===== config.mk =====
export PLATFORM = sky130hd
export DESIGN_NAME = priority_source_mux_with_timeout_top
export DESIGN_NICKNAME = d
export VERILOG_FILES = /design/src/pmt_pkg.sv /design/src/pmt_front.sv /design/src/pmt_queue.sv /design/src/pmt_back.sv /design/src/priority_source_mux_with_timeout_top.sv
export VERILOG_INCLUDE_DIRS = /design/src /design/src/src
export SDC_FILE = /design/constraint.sdc
export NUM_CORES = 1
export LEC_CHECK = 0
export BUFFER_PORTS_ARGS = -buffer_cell sky130_fd_sc_hd__buf_2
export CORE_MARGIN = 1.5
export CORE_UTILIZATION = 40
export DETAILED_ROUTE_END_ITERATION = 8
export GPL_ROUTABILITY_DRIVEN = 1
export SKIP_CTS_REPAIR_TIMING = 1
export SLEW_MARGIN = 20
export SYNTH_ARGS = -nofsm -noshare
export SYNTH_HDL_FRONTEND = slang
export SYNTH_SLANG_ARGS = --single-unit

===== constraint.sdc =====
create_clock -name clk_i -period 18.2 [get_ports clk_i]
set_input_delay 1.82 -clock clk_i [delete_from_list [all_inputs] [get_ports clk_i]]
set_output_delay 1.82 -clock clk_i [all_outputs]
set_load 0.02 [all_outputs]

===== src/assert_macros.svh =====
// Assertion macros shared by the priority mux RTL.
// No dependencies; included by modules that carry concurrent checks.
`ifndef ASSERT_MACROS_SVH
`define ASSERT_MACROS_SVH
`ifndef SYNTHESIS
`define PMT_ASSERT(lbl, prop) \
  lbl: assert property (@(posedge clk_i) disable iff (!rst_ni) (prop)) \
    else $error("check failed");
`define PMT_ASSERT_NR(lbl, prop) \
  lbl: assert property (@(posedge clk_i) (prop)) else $error("check failed");
`else
`define PMT_ASSERT(lbl, prop)
`define PMT_ASSERT_NR(lbl, prop)
`endif
`endif


===== src/pmt_pkg.sv =====
// Package for the priority source mux with timeout: constants, request and
// result types, and helpers for register field extraction. No dependencies.
package pmt_pkg;

  localparam int NUM_SOURCES  = 8;
  localparam int TIMEOUT_BITS = 16;

  localparam int CntW   = (TIMEOUT_BITS < 16) ? TIMEOUT_BITS : 16;
  localparam int GlbW   = CntW + 1;
  localparam int QDepth = 2;
  localparam int QPtrW  = $clog2(QDepth);
  localparam int QCntW  = QPtrW + 1;

  typedef enum logic [1:0] {
    CFG_SOURCES   = 2'd0,
    CFG_PRIORITY  = 2'd1,
    CFG_TIMEO_LOW = 2'd2,
    CFG_TIMEO_HI  = 2'd3
  } cfg_reg_e;

  typedef enum logic [1:0] {
    KIND_CMD    = 2'd0,
    KIND_TICK   = 2'd1,
    KIND_REJECT = 2'd2
  } kind_e;

  localparam logic OP_COMMAND = 1'b0;

  typedef struct packed {
    logic        opcode;
    logic [2:0]  source_index;
    logic [63:0] command_word;
  } in_item_t;

  typedef struct packed {
    logic        forward_valid;
    logic [63:0] forward_word;
    logic        owner_changed;
    logic        idle_announced;
    logic [2:0]  owner_index;
    logic        owner_vacant;
    logic        global_dislodge;
    logic [7:0]  active_mask;
    logic        input_rejected;
  } out_item_t;

  typedef struct packed {
    kind_e       kind;
    logic [2:0]  idx;
    logic [63:0] word;
  } req_t;

  typedef struct packed {
    logic [63:0] prio;
    logic [63:0] timeo_lo;
    logic [63:0] timeo_hi;
    logic [3:0]  used;
  } cfg_t;

  function automatic logic [CntW-1:0] timeout_of(logic [63:0] lo, logic [63:0] hi,
                                                 logic [2:0] i);
    logic [63:0] r;
    r = i[2] ? hi : lo;
    return r[16*i[1:0] +: CntW];
  endfunction

  function automatic logic [7:0] prio_of(logic [63:0] tbl, logic [2:0] i);
    return tbl[8*i +: 8];
  endfunction

endpackage


===== src/pmt_front.sv =====
// Front end: accepts requests and classifies them as command, tick or reject.
// Depends on pmt_pkg.
module pmt_front (
  input  logic            in_valid_i,
  output logic            in_ready_o,
  input  pmt_pkg::in_item_t in_req_i,
  input  logic [3:0]      used_i,
  input  logic            q_full_i,
  output logic            q_push_o,
  output pmt_pkg::req_t   q_req_o
);

  localparam logic [3:0] NumSrc = 4'(pmt_pkg::NUM_SOURCES);

  logic [3:0] used;

  assign used       = (used_i > NumSrc) ? NumSrc : used_i;
  assign in_ready_o = !q_full_i;
  assign q_push_o   = in_valid_i && !q_full_i;

  always_comb begin
    q_req_o.idx  = in_req_i.source_index;
    q_req_o.word = in_req_i.command_word;
    if (in_req_i.opcode != pmt_pkg::OP_COMMAND) begin
      q_req_o.kind = pmt_pkg::KIND_TICK;
    end else if ({1'b0, in_req_i.source_index} >= used) begin
      q_req_o.kind = pmt_pkg::KIND_REJECT;
    end else begin
      q_req_o.kind = pmt_pkg::KIND_CMD;
    end
  end

endmodule


===== src/pmt_queue.sv =====
// Short request queue between front and back ends.
// Depends on pmt_pkg and assert_macros.svh.
`include "assert_macros.svh"
module pmt_queue (
  input  logic          clk_i,
  input  logic          rst_ni,
  input  logic          push_i,
  input  pmt_pkg::req_t push_req_i,
  input  logic          pop_i,
  output pmt_pkg::req_t head_o,
  output logic          empty_o,
  output logic          full_o
);

  pmt_pkg::req_t                   mem_q [pmt_pkg::QDepth];
  logic [pmt_pkg::QPtrW-1:0]       wr_q, wr_d, rd_q, rd_d;
  logic [pmt_pkg::QCntW-1:0]       cnt_q, cnt_d;

  assign empty_o = (cnt_q == '0);
  assign full_o  = (cnt_q == pmt_pkg::QCntW'(pmt_pkg::QDepth));
  assign head_o  = mem_q[rd_q];

  always_comb begin
    wr_d  = push_i ? wr_q + 1'b1 : wr_q;
    rd_d  = pop_i ? rd_q + 1'b1 : rd_q;
    cnt_d = cnt_q + pmt_pkg::QCntW'(push_i) - pmt_pkg::QCntW'(pop_i);
  end

  always_ff @(posedge clk_i or negedge rst_ni) begin
    if (!rst_ni) begin
      wr_q  <= '0;
      rd_q  <= '0;
      cnt_q <= '0;
    end else begin
      wr_q  <= wr_d;
      rd_q  <= rd_d;
      cnt_q <= cnt_d;
    end
  end

  always_ff @(posedge clk_i) begin
    if (push_i) begin
      mem_q[wr_q] <= push_req_i;
    end
  end

  `PMT_ASSERT_NR(a_cnt_bound, cnt_q <= pmt_pkg::QCntW'(pmt_pkg::QDepth))
  `PMT_ASSERT(a_no_overflow, !(push_i && full_o))
  `PMT_ASSERT(a_no_underflow, !(pop_i && empty_o))

endmodule


===== src/pmt_back.sv =====
// Back end: owner arbitration, source and global timers, result register.
// Depends on pmt_pkg and assert_macros.svh.
`include "assert_macros.svh"
module pmt_back (
  input  logic              clk_i,
  input  logic              rst_ni,
  input  pmt_pkg::cfg_t     cfg_i,
  input  logic              q_empty_i,
  input  pmt_pkg::req_t     q_head_i,
  output logic              q_pop_o,
  output logic              out_valid_o,
  input  logic              out_ready_i,
  output pmt_pkg::out_item_t out_res_o
);

  localparam int N = pmt_pkg::NUM_SOURCES;
  localparam logic [3:0] NumSrc = 4'(N);

  logic [pmt_pkg::CntW-1:0] cnt_q [N];
  logic [pmt_pkg::CntW-1:0] cnt_d [N];
  logic [N-1:0]             run_q, run_d, act_q, act_d;
  logic [pmt_pkg::GlbW-1:0] glb_q, glb_d;
  logic                     grun_q, grun_d;
  logic [2:0]               own_q, own_d;
  logic                     vac_q, vac_d;
  logic                     out_valid_q;
  pmt_pkg::out_item_t       out_q, res;
  logic [3:0]               used;
  logic [pmt_pkg::CntW-1:0] longest, t;
  logic                     fwd;

  assign used        = (cfg_i.used > NumSrc) ? NumSrc : cfg_i.used;
  assign q_pop_o     = !q_empty_i && (!out_valid_q || out_ready_i);
  assign out_valid_o = out_valid_q;
  assign out_res_o   = out_q;

  always_comb begin
    longest = '0;
    for (int i = 0; i < N; i++) begin
      t = pmt_pkg::timeout_of(cfg_i.timeo_lo, cfg_i.timeo_hi, 3'(i));
      if ((4'(i) < used) && (t > longest)) begin
        longest = t;
      end
    end
  end

  always_comb begin
    cnt_d  = cnt_q;
    run_d  = run_q;
    act_d  = act_q;
    glb_d  = glb_q;
    grun_d = grun_q;
    own_d  = own_q;
    vac_d  = vac_q;
    res    = '0;
    fwd    = 1'b0;
    case (q_head_i.kind)
      pmt_pkg::KIND_CMD: begin
        glb_d  = {1'b0, longest} << 1;
        grun_d = 1'b1;
        for (int i = 0; i < N; i++) begin
          if (q_head_i.idx == 3'(i)) begin
            cnt_d[i] = pmt_pkg::timeout_of(cfg_i.timeo_lo, cfg_i.timeo_hi, q_head_i.idx);
            run_d[i] = 1'b1;
            act_d[i] = 1'b1;
          end
        end
        fwd = vac_q || (own_q == q_head_i.idx) ||
              (pmt_pkg::prio_of(cfg_i.prio, q_head_i.idx) >
               pmt_pkg::prio_of(cfg_i.prio, own_q));
        if (fwd) begin
          if (vac_q || (own_q != q_head_i.idx)) begin
            own_d             = q_head_i.idx;
            vac_d             = 1'b0;
            res.owner_changed = 1'b1;
          end
          res.forward_valid = 1'b1;
          res.forward_word  = q_head_i.word;
        end
      end
      pmt_pkg::KIND_TICK: begin
        for (int i = 0; i < N; i++) begin
          if (run_q[i]) begin
            if (cnt_q[i] <= pmt_pkg::CntW'(1)) begin
              cnt_d[i] = '0;
              run_d[i] = 1'b0;
              act_d[i] = 1'b0;
              if (!vac_q && (own_q == 3'(i))) begin
                vac_d              = 1'b1;
                own_d              = '0;
                res.idle_announced = 1'b1;
              end
            end else begin
              cnt_d[i] = cnt_q[i] - pmt_pkg::CntW'(1);
            end
          end
        end
        if (grun_q) begin
          if (glb_q <= pmt_pkg::GlbW'(1)) begin
            glb_d  = '0;
            grun_d = 1'b0;
            if (!vac_d) begin
              vac_d               = 1'b1;
              own_d               = '0;
              res.idle_announced  = 1'b1;
              res.global_dislodge = 1'b1;
            end
          end else begin
            glb_d = glb_q - pmt_pkg::GlbW'(1);
          end
        end
      end
      pmt_pkg::KIND_REJECT: begin
        res.input_rejected = 1'b1;
      end
      default: begin
        res.input_rejected = 1'b1;
      end
    endcase
    res.owner_index  = vac_d ? 3'd0 : own_d;
    res.owner_vacant = vac_d;
    res.active_mask  = 8'(act_d);
  end

  always_ff @(posedge clk_i or negedge rst_ni) begin
    if (!rst_ni) begin
      for (int i = 0; i < N; i++) begin
        cnt_q[i] <= '0;
      end
      run_q       <= '0;
      act_q       <= '0;
      glb_q       <= '0;
      grun_q      <= 1'b0;
      own_q       <= '0;
      vac_q       <= 1'b1;
      out_valid_q <= 1'b0;
    end else if (q_pop_o) begin
      cnt_d_copy: for (int i = 0; i < N; i++) begin
        cnt_q[i] <= cnt_d[i];
      end
      run_q       <= run_d;
      act_q       <= act_d;
      glb_q       <= glb_d;
      grun_q      <= grun_d;
      own_q       <= own_d;
      vac_q       <= vac_d;
      out_valid_q <= 1'b1;
    end else if (out_ready_i) begin
      out_valid_q <= 1'b0;
    end
  end

  always_ff @(posedge clk_i) begin
    if (q_pop_o) begin
      out_q <= res;
    end
  end

  `PMT_ASSERT(a_vacant_owner_zero, vac_q |-> (own_q == 3'd0))
  `PMT_ASSERT(a_fwd_not_idle, out_valid_q |-> !(out_q.forward_valid && out_q.idle_announced))
  `PMT_ASSERT(a_dislodge_idle,
              (out_valid_q && out_q.global_dislodge) |->
              (out_q.idle_announced && out_q.owner_vacant))

endmodule


===== src/priority_source_mux_with_timeout_top.sv =====
// Sustained rate is one request per clock cycle, commands and ticks alike,
// while results are being taken. An accepted request is held in the two-entry
// request queue, then the back end registers its result in the output register.
// Input ready drops only when that queue is full because results are not being
// taken. Configuration writes take effect on the next cycle and must be issued
// only while no request is in flight. Depends on pmt_pkg, pmt_front, pmt_queue,
// pmt_back.
module priority_source_mux_with_timeout_top (
  input  logic               clk_i,
  input  logic               rst_ni,
  input  logic               cfg_we_i,
  input  logic [1:0]         cfg_idx_i,
  input  logic [63:0]        cfg_data_i,
  input  logic               in_valid_i,
  output logic               in_ready_o,
  input  pmt_pkg::in_item_t  in_req_i,
  output logic               out_valid_o,
  input  logic               out_ready_i,
  output pmt_pkg::out_item_t out_res_o
);

  pmt_pkg::cfg_t cfg_q;
  pmt_pkg::req_t push_req, head;
  logic          push, pop, q_empty, q_full;

  always_ff @(posedge clk_i or negedge rst_ni) begin
    if (!rst_ni) begin
      cfg_q <= '0;
    end else if (cfg_we_i) begin
      case (pmt_pkg::cfg_reg_e'(cfg_idx_i))
        pmt_pkg::CFG_SOURCES:   cfg_q.used     <= cfg_data_i[3:0];
        pmt_pkg::CFG_PRIORITY:  cfg_q.prio     <= cfg_data_i;
        pmt_pkg::CFG_TIMEO_LOW: cfg_q.timeo_lo <= cfg_data_i;
        pmt_pkg::CFG_TIMEO_HI:  cfg_q.timeo_hi <= cfg_data_i;
        default: begin
        end
      endcase
    end
  end

  pmt_front u_front (
    .in_valid_i (in_valid_i),
    .in_ready_o (in_ready_o),
    .in_req_i   (in_req_i),
    .used_i     (cfg_q.used),
    .q_full_i   (q_full),
    .q_push_o   (push),
    .q_req_o    (push_req)
  );

  pmt_queue u_queue (
    .clk_i      (clk_i),
    .rst_ni     (rst_ni),
    .push_i     (push),
    .push_req_i (push_req),
    .pop_i      (pop),
    .head_o     (head),
    .empty_o    (q_empty),
    .full_o     (q_full)
  );

  pmt_back u_back (
    .clk_i       (clk_i),
    .rst_ni      (rst_ni),
    .cfg_i       (cfg_q),
    .q_empty_i   (q_empty),
    .q_head_i    (head),
    .q_pop_o     (pop),
    .out_valid_o (out_valid_o),
    .out_ready_i (out_ready_i),
    .out_res_o   (out_res_o)
  );

endmodule

### Word-level counts from Yosys, hierarchy flattened

Memories as Yosys holds them, arrays and structs flattened.
Cells that the tools add are included.

* register bits after elaboration: 448
* memory bits (writable): 138
* input port bits: 139
* logic and storage cells: 369
* memories kept: 1

Memory list
* u_queue.mem_q: depth 2, width 69, read ports 1, clocked after Yosys merged registers in 0, write ports 1, line pmt_queue.sv:15 `pmt_pkg::req_t mem_q [pmt_pkg::QDepth];`

* $add $sub $neg: 13
* order comparisons: 28
* equal/unequal tests: 38
* shift operators: 3
* multiplexer cells: 190
* reduce and logical (&&, ||, !) cells: 58

Operators by type and width (count)
* $mux 16: 32
* $pmux 128 s2: 1
* $le 16x1->1 const B: 8
* $shiftx 64x7->8: 2
* $sub 16x1->16 const B: 8
* $mux 1: 115
* $gt 16x16->1: 7
* $mux 3: 29
* $mux 66: 1
* $mux 64: 1
* $shiftx 64x7->16: 1
* $mux 17: 2
* $ne 2x1->1 const B: 17
* $pmux 17 s2: 1
* $pmux 8 s2: 2
* $reduce_and 4->1: 8
* $reduce_and 3->1: 10
* $eq 3x3->1 const B: 8
* $logic_and 1x1->1: 18
* $le 17x1->1 const B: 1
* $sub 17x1->17 const B: 1
* $gt 16x1->1 const B: 1
* $lt 3x4->1 const A: 4
* $eq 3x2->1 const B: 4
* 24 further kinds: 48

### Longest topological paths before layout

Gate-level depths: netlist of the first run.

* depth after elaboration: 32
* mapped depth: 101
* depth with buffers taken out: 90

### Cells and area by module

A second synthesis of the first run with hierarchy kept.

* cell total of the unflattened synthesis: 3075
* area, all modules: 33153.0 µm²

By module, submodules not included
* pmt_back: times used 1, cells each 2348, area an instance 19691.4 µm², seq. area each 6612.6 µm²
* priority_source_mux_with_timeout_top: times used 1, cells each 416, area an instance 7324.5 µm², seq. area each 4904.7 µm²
* pmt_queue: times used 1, cells each 230, area an instance 5527.8 µm², seq. area each 4244.1 µm²
* pmt_front: times used 1, cells each 81, area an instance 609.3 µm², seq. area each 0.0 µm²

### Worst setup path before layout of the first run

Ideal clock, no wire load.

* kind: reg-to-reg
* start point: register cfg_q[2] in the netlist's numbering
* end point: register u_back.glb_q[3] in the netlist's numbering
* data arrival time: 16.726 ns
* required time: 18.081 ns
* slack: 1.355 ns
* stages on the path, launching flop included: 97
* period minus slack after synthesis: 16.845 ns
* cells stage by stage: dfrtp_1 -> clkbuf_1 -> nor4_1 -> nor2_1 -> clkbuf_1 -> nand2_1 -> ha_1 -> nand4_1 -> a2111oi_0 -> o31a_1 -> buf_4 -> clkbuf_1 -> clkbuf_1 -> nand2_1 -> o21ai_0 -> inv_1 -> ha_1 -> nand3_1 -> (+61 left out) -> ha_1 -> nor2b_1 -> o21a_1 -> o21ai_0 -> nand2b_1 -> a21oi_1 -> nor2b_1 -> o21ai_0 -> nand2b_1 -> a21oi_1 -> o21ai_0 -> a21o_1 -> a21oi_1 -> nor2_1 -> clkbuf_1 -> a222oi_1 -> inv_1 -> o21a_1

* word-level cells in the longest chain between the ends: 27
* elaborated cells on any way between the ends: 34
* classes of those cells: 16 x order compare; 10 x mux; 8 x reduce/logical

Ends and longest elaborated chain
* start, declared: line priority_source_mux_with_timeout_top.sv:22 `pmt_pkg::cfg_t cfg_q;`
* $gt 4x4->1: line pmt_back.sv:32 `assign used = (cfg_i.used > NumSrc) ? NumSrc : cfg_i.used;`
* $mux 4 (*): line pmt_back.sv:32
* $lt 1x4->1: line pmt_back.sv:41 `if ((4'(i) < used) && (t > longest)) begin`
* $logic_and 1x1->1: line pmt_back.sv:41
* $mux 16: line pmt_back.sv:41
* $gt 16x16->1: line pmt_back.sv:41
* $logic_and 1x1->1: line pmt_back.sv:41
* $mux 16: line pmt_back.sv:41
* (+11 left out)
* $mux 16: line pmt_back.sv:41
* $gt 16x16->1: line pmt_back.sv:41
* $logic_and 1x1->1: line pmt_back.sv:41
* $mux 16: line pmt_back.sv:41
* $gt 16x16->1: line pmt_back.sv:41
* $logic_and 1x1->1: line pmt_back.sv:41
* $mux 16 (*): line pmt_back.sv:41
* $pmux 17 s2 (*): line pmt_back.sv:57 `case (q_head_i.kind)`
* end signal, assigned: line pmt_back.sv:143 `glb_q <= glb_d;`
* end, declared: line pmt_back.sv:22 `logic [pmt_pkg::GlbW-1:0] glb_q, glb_d;`

Mark *: on every way between the ends. The rest lies on a longest branch, timed or not.
A chain may end at the register's enable or synchronous reset.

### Worst setup path in the final report of the first run

* start point: register cfg_q[69] in the netlist's numbering
* end point: register u_back.glb_q[2] in the netlist's numbering

* word-level cells in the longest chain between the ends: 25

Ends and longest elaborated chain (line)
* $gt 16x1->1: pmt_back.sv:41
* $logic_and 1x1->1: pmt_back.sv:41
* $mux 16 (*): pmt_back.sv:41
* $gt 16x16->1: pmt_back.sv:41
* $logic_and 1x1->1: pmt_back.sv:41
* $mux 16 (*): pmt_back.sv:41
* $gt 16x16->1: pmt_back.sv:41
* $logic_and 1x1->1: pmt_back.sv:41
* (+9 left out)
* $mux 16 (*): pmt_back.sv:41
* $gt 16x16->1: pmt_back.sv:41
* $logic_and 1x1->1: pmt_back.sv:41
* $mux 16 (*): pmt_back.sv:41
* $gt 16x16->1: pmt_back.sv:41
* $logic_and 1x1->1: pmt_back.sv:41
* $mux 16 (*): pmt_back.sv:41
* $pmux 17 s2 (*): pmt_back.sv:57

Marks and branches as above.

==> results.json, run 1 <==
{
  "run_status": "completed",
  "stdcell_area_sq_um": 36600,
  "synth-warning-count": 0,
  "clock_slew_at_the_register_clock_pins_of_the_worst_setup_and_hold_paths_ns": 0.06,
  "grt_start_max_net_pins": 155,
  "async_flop_share_pct": 62.6,
  "cts_root_buf": "clkbuf_16",
  "finish.net_count": 3482,
  "place.port_buffers": 221,
  "hold_path.class": "reg2reg",
  "placementRows": 103,
  "finalSetupViolations": 0,
  "path_max_fanout": 30,
  "core_region_area_sq_um": 78900,
  "fillerInstances": 7435,
  "fp.dieW_um": 285,
  "worst-path-stages": 85,
  "worst_hold_slack_ns": 0.496,
  "cp_data_required_time_ns": 18.67,
  "place_hpwl_um": 72700,
  "ys_seq_elements": 586,
  "globalRouteTotalUtil_pct": 24.8,
  "detail_route.first_pass.iterations": 6,
  "synth_area_sq_um": 31800,
  "finalMaxSlewViolations": 0,
  "ctsLongestPathBuffers": 3,
  "residual_drc": 0,
  "io_pins": 222,
  "part_of_the_yosys_area_used_for_sequential_elements_pct": 49.5,
  "placed_cells": 4180,
  "routed_wire_length_per_instance_um": 23.8,
  "placed_area_sq_um": 34200,
  "global_route.overflow_total": 0,
  "count_of_final_hold_check_violations": 0,
  "yosys_most_used_dff": "dfrtp_1",
  "critical_path.slowest_cell": "a211o_2",
  "crit_path_end": "u_back.glb_q[2]$_DFFE_PN0P_",
  "critical_path.top_delay_family": "compound AO/OA/AOI/OAI gates",
  "h_tree_lvls": 3,
  "drt-initial-drc-count": 2385,
  "timing.fmax_mhz": 58.4,
  "start_kind": "flip-flop",
  "tightestPinTransition_ns": 1.18,
  "worst_rel_slew_slack_pct": 18.9,
  "floorplan.initialDensity_pct": 40.4,
  "critical_path.most_common_cell": "a21oi_1",
  "synth_enable_flop_cells": 219,
  "area.growth.synth_to_final_pct": 14.9,
  "postRouteAntennaNets": 0,
  "syn-mean-instance-area_sq_um": 10.6,
  "num_vias": 25501,
  "syn_nets": 3275,
  "die_y_um": 285,
  "routed_wl_um": 103000,
  "reg_to_reg_setup_timing_slack_ns": 1.08,
  "mostFrequentLayoutCells": "o21ai_0 (365), dfrtp_1 (364), nor2_1 (269), mux2_2 (222), buf_2 (220)",
  "total_power_mw": 7.81,
  "layoutNonFillerInstCount": 4321,
  "regToRegEndpoint": "u_back.glb_q[2]$_DFFE_PN0P_",
  "ir_drop_v": 0.000108,
  "critical_path_buf_inv_count": 10,
  "startpoint_of_the_worst_register_to_register_path": "cfg_q[69]$_DFFE_PN0P_",
  "total_leakage_power_nw": 15.3,
  "grt_pass1_wl_um": 152000,
  "drv.max_cap_violation_count": 0,
  "setup.worst_path.end_class": "flip-flop",
  "number_of_global_route_vias_before_repair": 23607,
  "timing.final.crit_period_ns": 17.12,
  "first_element_of_the_critical_path": "cfg_q[69]$_DFFE_PN0P_",
  "clock_sinks": 586,
  "die_area_sq_um": 81300,
  "tritoncts_clock_tree": "yes",
  "cp_data_arrival_time_ns": 17.59,
  "fin_util_pct": 46.4,
  "timing_worst_setup_path_type": "reg2reg",
  "finalClockSkew_ns": 0.0396,
  "vias_per_cell": 5.90,
  "worst_r2r_path_depth": 85,
  "antenna_violations_before_repair": 11,
  "layout_commonest_cell": "o21ai_0",
  "cts_made_buffers": 68,
  "netlist_instances": 3002,
  "period_share_pct": 94.0,
  "routability_congestion_estimate_from_global_placement": 0.967,
  "slowest_delay_ns": 0.48,
  "power_density_nw_per_um2": 214,
  "insertion_delay_ns": 0.63,
  "synth.distinct_cells": 88,
  "proportion_of_layout_cells_with_a_drive_suffix_above_1_pct": 21.6
}
## cell type report
| type | instances | area, sq um | share of cell area [%] |
|---|---|---|---|
| Antenna cell | 9 | 22.5 | 0.0616 |
| Tap cell | 1050 | 1310 | 3.59 |
| Sequential cell | 586 | 15800 | 43.1 |
| Timing Repair Buffer | 287 | 1620 | 4.44 |
| Inverter | 110 | 415 | 1.14 |
| Clock buffer | 93 | 1880 | 5.13 |
| Multi-Input combinational cell | 2156 | 15300 | 41.8 |
| Clock inverter | 30 | 262 | 0.715 |
## cells in the mapped netlist, types with 8 or more instances
cell	n	area share, %
a21oi_1	200	3.1
and2_1	8	0.16
nor2b_1	20	0.39
nor4_1	32	0.63
nand2_1	200	2.4
a2111oi_0	8	0.22
and3_1	20	0.39
a211oi_1	18	0.42
a2bb2oi_1	8	0.22
nor3_1	74	1.2
nand4_1	23	0.45
dfrtp_1	366	29
mux4_2	35	2.5
o21ai_0	365	5.7
inv_1	109	1.3
ha_1	134	5.3
nor3b_1	11	0.26
a31oi_1	56	1.1
o21a_1	16	0.38
and4_1	8	0.22
edfxtp_1	219	21
a22oi_1	41	0.97
a21o_1	43	1.0
nand2b_1	30	0.59
o221ai_1	10	0.28
mux2i_1	111	3.5
a2111oi_2	8	0.38
mux2_2	222	7.9
nand3_1	25	0.39
buf_1	13	0.15
xnor2_1	13	0.36
nand3b_1	9	0.21
clkbuf_1	129	1.5
o31ai_1	8	0.19
nor2_1	275	3.2
## where the power goes
part | leakage, nW | switching (mW) | total (mW) | internal, mW
sequential | 6.51 | 0.344 | 2.16 | 1.82
clock | 1.04 | 0.565 | 1.33 | 0.768
combinational | 7.72 | 2.65 | 4.31 | 1.67
## worst reg2reg max path: cells and delay by family (launching register included)
kind	cells	cell delay (ns)
compound gates	41	8.19
fa+ha+maj	7	1.91
buf+inv	10	1.52
flops	1	0.43
mux	4	1.20
simple gates	23	3.70
## worst min-delay path by stage
stage	endpoint	slack (ns)	startpoint	cells after the start
3_5_place_dp	u_back.cnt_q[122]$_DFFE_PN0P_	0.47	u_back.cnt_q[122]$_DFFE_PN0P_	2
2_1_floorplan	u_back.cnt_q[122]$_DFFE_PN0P_	0.44	u_back.cnt_q[122]$_DFFE_PN0P_	2
5_1_grt	u_back.cnt_q[122]$_DFFE_PN0P_	0.52	u_back.cnt_q[122]$_DFFE_PN0P_	2
3_3_place_gp	u_back.cnt_q[122]$_DFFE_PN0P_	0.48	u_back.cnt_q[122]$_DFFE_PN0P_	2
6_report	u_back.cnt_q[42]$_DFFE_PN0P_	0.50	u_back.cnt_q[42]$_DFFE_PN0P_	2
4_1_cts	u_back.cnt_q[122]$_DFFE_PN0P_	0.50	u_back.cnt_q[122]$_DFFE_PN0P_	2
## layer usage
metal  vias to the layer above  share of wire (%)  global-route usage (%)
met4                         2                4.3                    10.2
met1                     12659                 43                    34.7
li1                      11634                  -                       -
met2                      1005                 45                    38.0
met5                         -              0.013                       0
met3                       201                7.4                    4.30
## state kept, by name (all words and copies together) (netlist names), 2 cells and up
| name | cells |
|---|---|
| u_back.run_q | 8 |
| u_back.glb_q | 17 |
| u_back.cnt_q | 128 |
| u_queue.mem_q | 138 |
| cfg_q | 196 |
| u_queue.cnt_q | 2 |
| u_back.own_q | 3 |
| u_back.out_res_o | 81 |
| u_back.act_q | 8 |
## per-stage QoR
step / setup slack [ns] / TNS (ns)
after global placement: 0.286 / 0
after CTS: 0.0141 / 0
after floorplan: 1.36 / 0
after global routing: -0.0130 / -0.0130
after detailed placement: 0.0207 / 0
final: 1.08 / 0
## cells by family after synthesis
kind of cell	synth area share [%]
compound gates	16.8
xor+xnor	0.413
buf+inv	3.11
simple gates	10.9
mux	13.9
flops	49.5
fa+ha+maj	5.30
(Power assumes the default switching activity.)
==> run 2, diff against run 1 <==
CORE_UTILIZATION = 35   (was 40)
SKIP_CTS_REPAIR_TIMING = default   (was 1)
==> run 2 against run 1 <==
Highest routed layer unchanged. Die area rose by 14%. First-iteration DRC count rose by 3.4%. Clock power barely moved. Combinational power barely moved. Design area barely moved. Sequential cell count did not move. Hold slack got worse by 0.0025 ns. Critical path type unchanged. Wire length rose by 0.76%.
==> results.json, run 2 (synthesized netlist as in run 1, its figures left out) <==
{
  "run_status": "completed",
  "regToRegEndpoint": "u_back.glb_q[2]$_DFFE_PN0P_",
  "rsz0062_at_grt": "false",
  "place.port_buffers": 221,
  "timing.final.ws_setup_ns": 1.16,
  "postRouteAntennaNets": 0,
  "worst_rel_slew_slack_pct": 22.4,
  "start_kind": "flip-flop",
  "num_vias": 25447,
  "routed_wl_um": 104000,
  "count_of_final_hold_check_violations": 0,
  "total_area_of_multi_input_combinational_cells_sq_um": 15300,
  "register_containing_the_most_flip_flops_in_the_final_layout": "cfg_q",
  "number_of_flip_flops_in_the_largest_register": 196,
  "timing.final.crit_period_ns": 17.04,
  "place_hpwl_um": 74100,
  "ir_drop_v": 0.000100,
  "routability_congestion_estimate_from_global_placement": 0.965,
  "reg_to_reg_setup_timing_slack_ns": 1.16,
  "hold_path_depth": 2,
  "drt-initial-drc-count": 2466,
  "power_density_nw_per_um2": 213,
  "timing.fmax_mhz": 58.7,
  "antenna_violations_before_repair": 12,
  "global_route.overflow_total": 0,
  "first_element_of_the_critical_path": "cfg_q[76]$_DFFE_PN0P_",
  "fp.dieW_um": 305,
  "total_leakage_power_nw": 15.2,
  "worst_r2r_path_depth": 85,
  "whs_endpoint": "u_back.cnt_q[79]$_DFFE_PN0P_",
  "ff_latch_area_sq_um": 15800,
  "startpoint_of_the_worst_register_to_register_path": "cfg_q[76]$_DFFE_PN0P_",
  "tritoncts_clock_tree": "yes",
  "cts_made_buffers": 67,
  "h_tree_lvls": 3,
  "globalRouteTotalUtil_pct": 21.9,
  "period_share_pct": 93.6,
  "drv.max_cap_violation_count": 0,
  "area.growth.synth_to_final_pct": 14.9,
  "cp_data_arrival_time_ns": 17.51,
  "ctsLongestPathBuffers": 3,
  "detail_route.first_pass.iterations": 6,
  "slowest_delay_ns": 0.55,
  "insertion_delay_ns": 0.63,
  "finalClockSkew_ns": 0.0464,
  "hold_path.class": "reg2reg",
  "finish.net_count": 3475,
  "die_y_um": 305,
  "routed_wire_length_per_instance_um": 23.4,
  "finalSetupTns_ns": 0,
  "placement_stage_worst_setup_slack_ns": 0.280,
  "proportion_of_layout_cells_with_a_drive_suffix_above_1_pct": 21.4,
  "grt_pass1_wl_um": 154000,
  "setup.worst_path.end_class": "flip-flop",
  "total_power_mw": 7.79,
  "layout_commonest_cell": "o21ai_0",
  "biggestRegsByFlops": "cfg_q: 196 flops, u_queue.mem_q: 138 flops, u_back.cnt_q: 128 flops",
  "grt_start_max_net_pins": 112,
  "finalSetupViolations": 0,
  "cts_root_buf": "clkbuf_16",
  "number_of_global_route_vias_before_repair": 23978,
  "path_max_fanout": 30,
  "placementRows": 110,
  "cp_data_required_time_ns": 18.67,
  "core_region_area_sq_um": 90000,
  "clock_sinks": 586,
  "min_from": "u_back.cnt_q[79]$_DFFE_PN0P_",
  "placed_cells": 4304,
  "layoutNonFillerInstCount": 4432,
  "critical_path.slowest_cell": "a211o_2",
  "residual_drc": 0,
  "fillerInstances": 8700,
  "timing_worst_setup_path_type": "reg2reg",
  "critical_path.most_common_cell": "a21oi_1",
  "tightestPinTransition_ns": 1.16,
  "die_area_sq_um": 92800,
  "floorplan.initialDensity_pct": 35.4,
  "vias_per_cell": 5.74,
  "io_pins": 222,
  "mostFrequentLayoutCells": "o21ai_0 (365), dfrtp_1 (364), nor2_1 (269), mux2_2 (222), buf_2 (220)",
  "clock_slew_at_the_register_clock_pins_of_the_worst_setup_and_hold_paths_ns": 0.06,
  "finalMaxSlewViolations": 0
}
==> run 2: cell types whose count changed in the layout (fill, tap and decap cells not counted), moves of 2 or more <==
cell	delta
mux2i_2	+2
clkbuf_1	+3
o221ai_2	+2
o221ai_4	-2
buf_4	-5
bufinv_16	-2
diode_2	-4
clkbuf_8	-3
clkinv_1	-6
mux2i_1	-2
==> run 2: worst max path at each step <==
stage               slack (ns)                           to  depth (start not counted)
CTS                       0.24  u_back.glb_q[3]$_DFFE_PN0P_                         90
finish                    1.16  u_back.glb_q[2]$_DFFE_PN0P_                         85
detailed placement        0.28  u_back.glb_q[3]$_DFFE_PN0P_                         90
global route              0.02  u_back.glb_q[3]$_DFFE_PN0P_                         92
global placement          0.49  u_back.glb_q[3]$_DFFE_PN0P_                         89
floorplan                 1.36  u_back.glb_q[3]$_DFFE_PN0P_                         96
==> run 2: metal layers <==
| metal | routed length [um] | track usage (%) | up-vias |
|---|---|---|---|
| met5 | 59 | 0 | - |
| met1 | 44700 | 30.0 | 12663 |
| met2 | 47000 | 34.1 | 964 |
| met3 | 8190 | 4.41 | 196 |
| li1 | - | - | 11614 |
| met4 | 3850 | 8.02 | 10 |
==> run 2: timing repair <==
action	in CTS	in global routing
hold buffers	0	0
buffers inserted	0	5
gates resized for setup	0	15
setup endpoints to repair	0	16
==> run 2: critical path, delay by kind of cell, from the launching register on <==
kind                       cells  cell delay, ns
AOI/OAI and AO/OA             41            7.84
and+or+nand+nor               25            4.06
adders and majority gates      7            1.97
muxes                          4            1.28
buffers and inverters          8            1.27
DFF                            1            0.41
==> run 2: stage by stage <==
step / area, sq um / hold WS, ns / utilization (%)
2_1_floorplan: 31800 / 0.444 / -
3_3_place_gp: 34400 / 0.472 / 38.2
3_5_place_dp: 34400 / 0.481 / 38.2
4_1_cts: 36400 / 0.494 / 40.5
5_1_grt: 36600 / 0.522 / 40.6
6_report: 36600 / 0.494 / 40.6
==> run 2: area by class of cell <==
| cell class | instances | share of cell area, % |
|---|---|---|
| well taps | 1176 | 4.02 |
| repair buffers | 281 | 4.28 |
| diodes | 5 | 0.0342 |
| multi-input cells | 2156 | 41.8 |
| flip-flops and latches | 586 | 43.1 |
| inverters | 110 | 1.14 |
| clock buffers | 94 | 5.11 |
| clock inverters | 24 | 0.537 |
==> run 2: power breakdown <==
| part | total, mW | switching, mW | internal (mW) |
|---|---|---|---|
| clock | 1.30 | 0.567 | 0.738 |
| sequential | 2.16 | 0.341 | 1.82 |
| combinational | 4.33 | 2.67 | 1.66 |
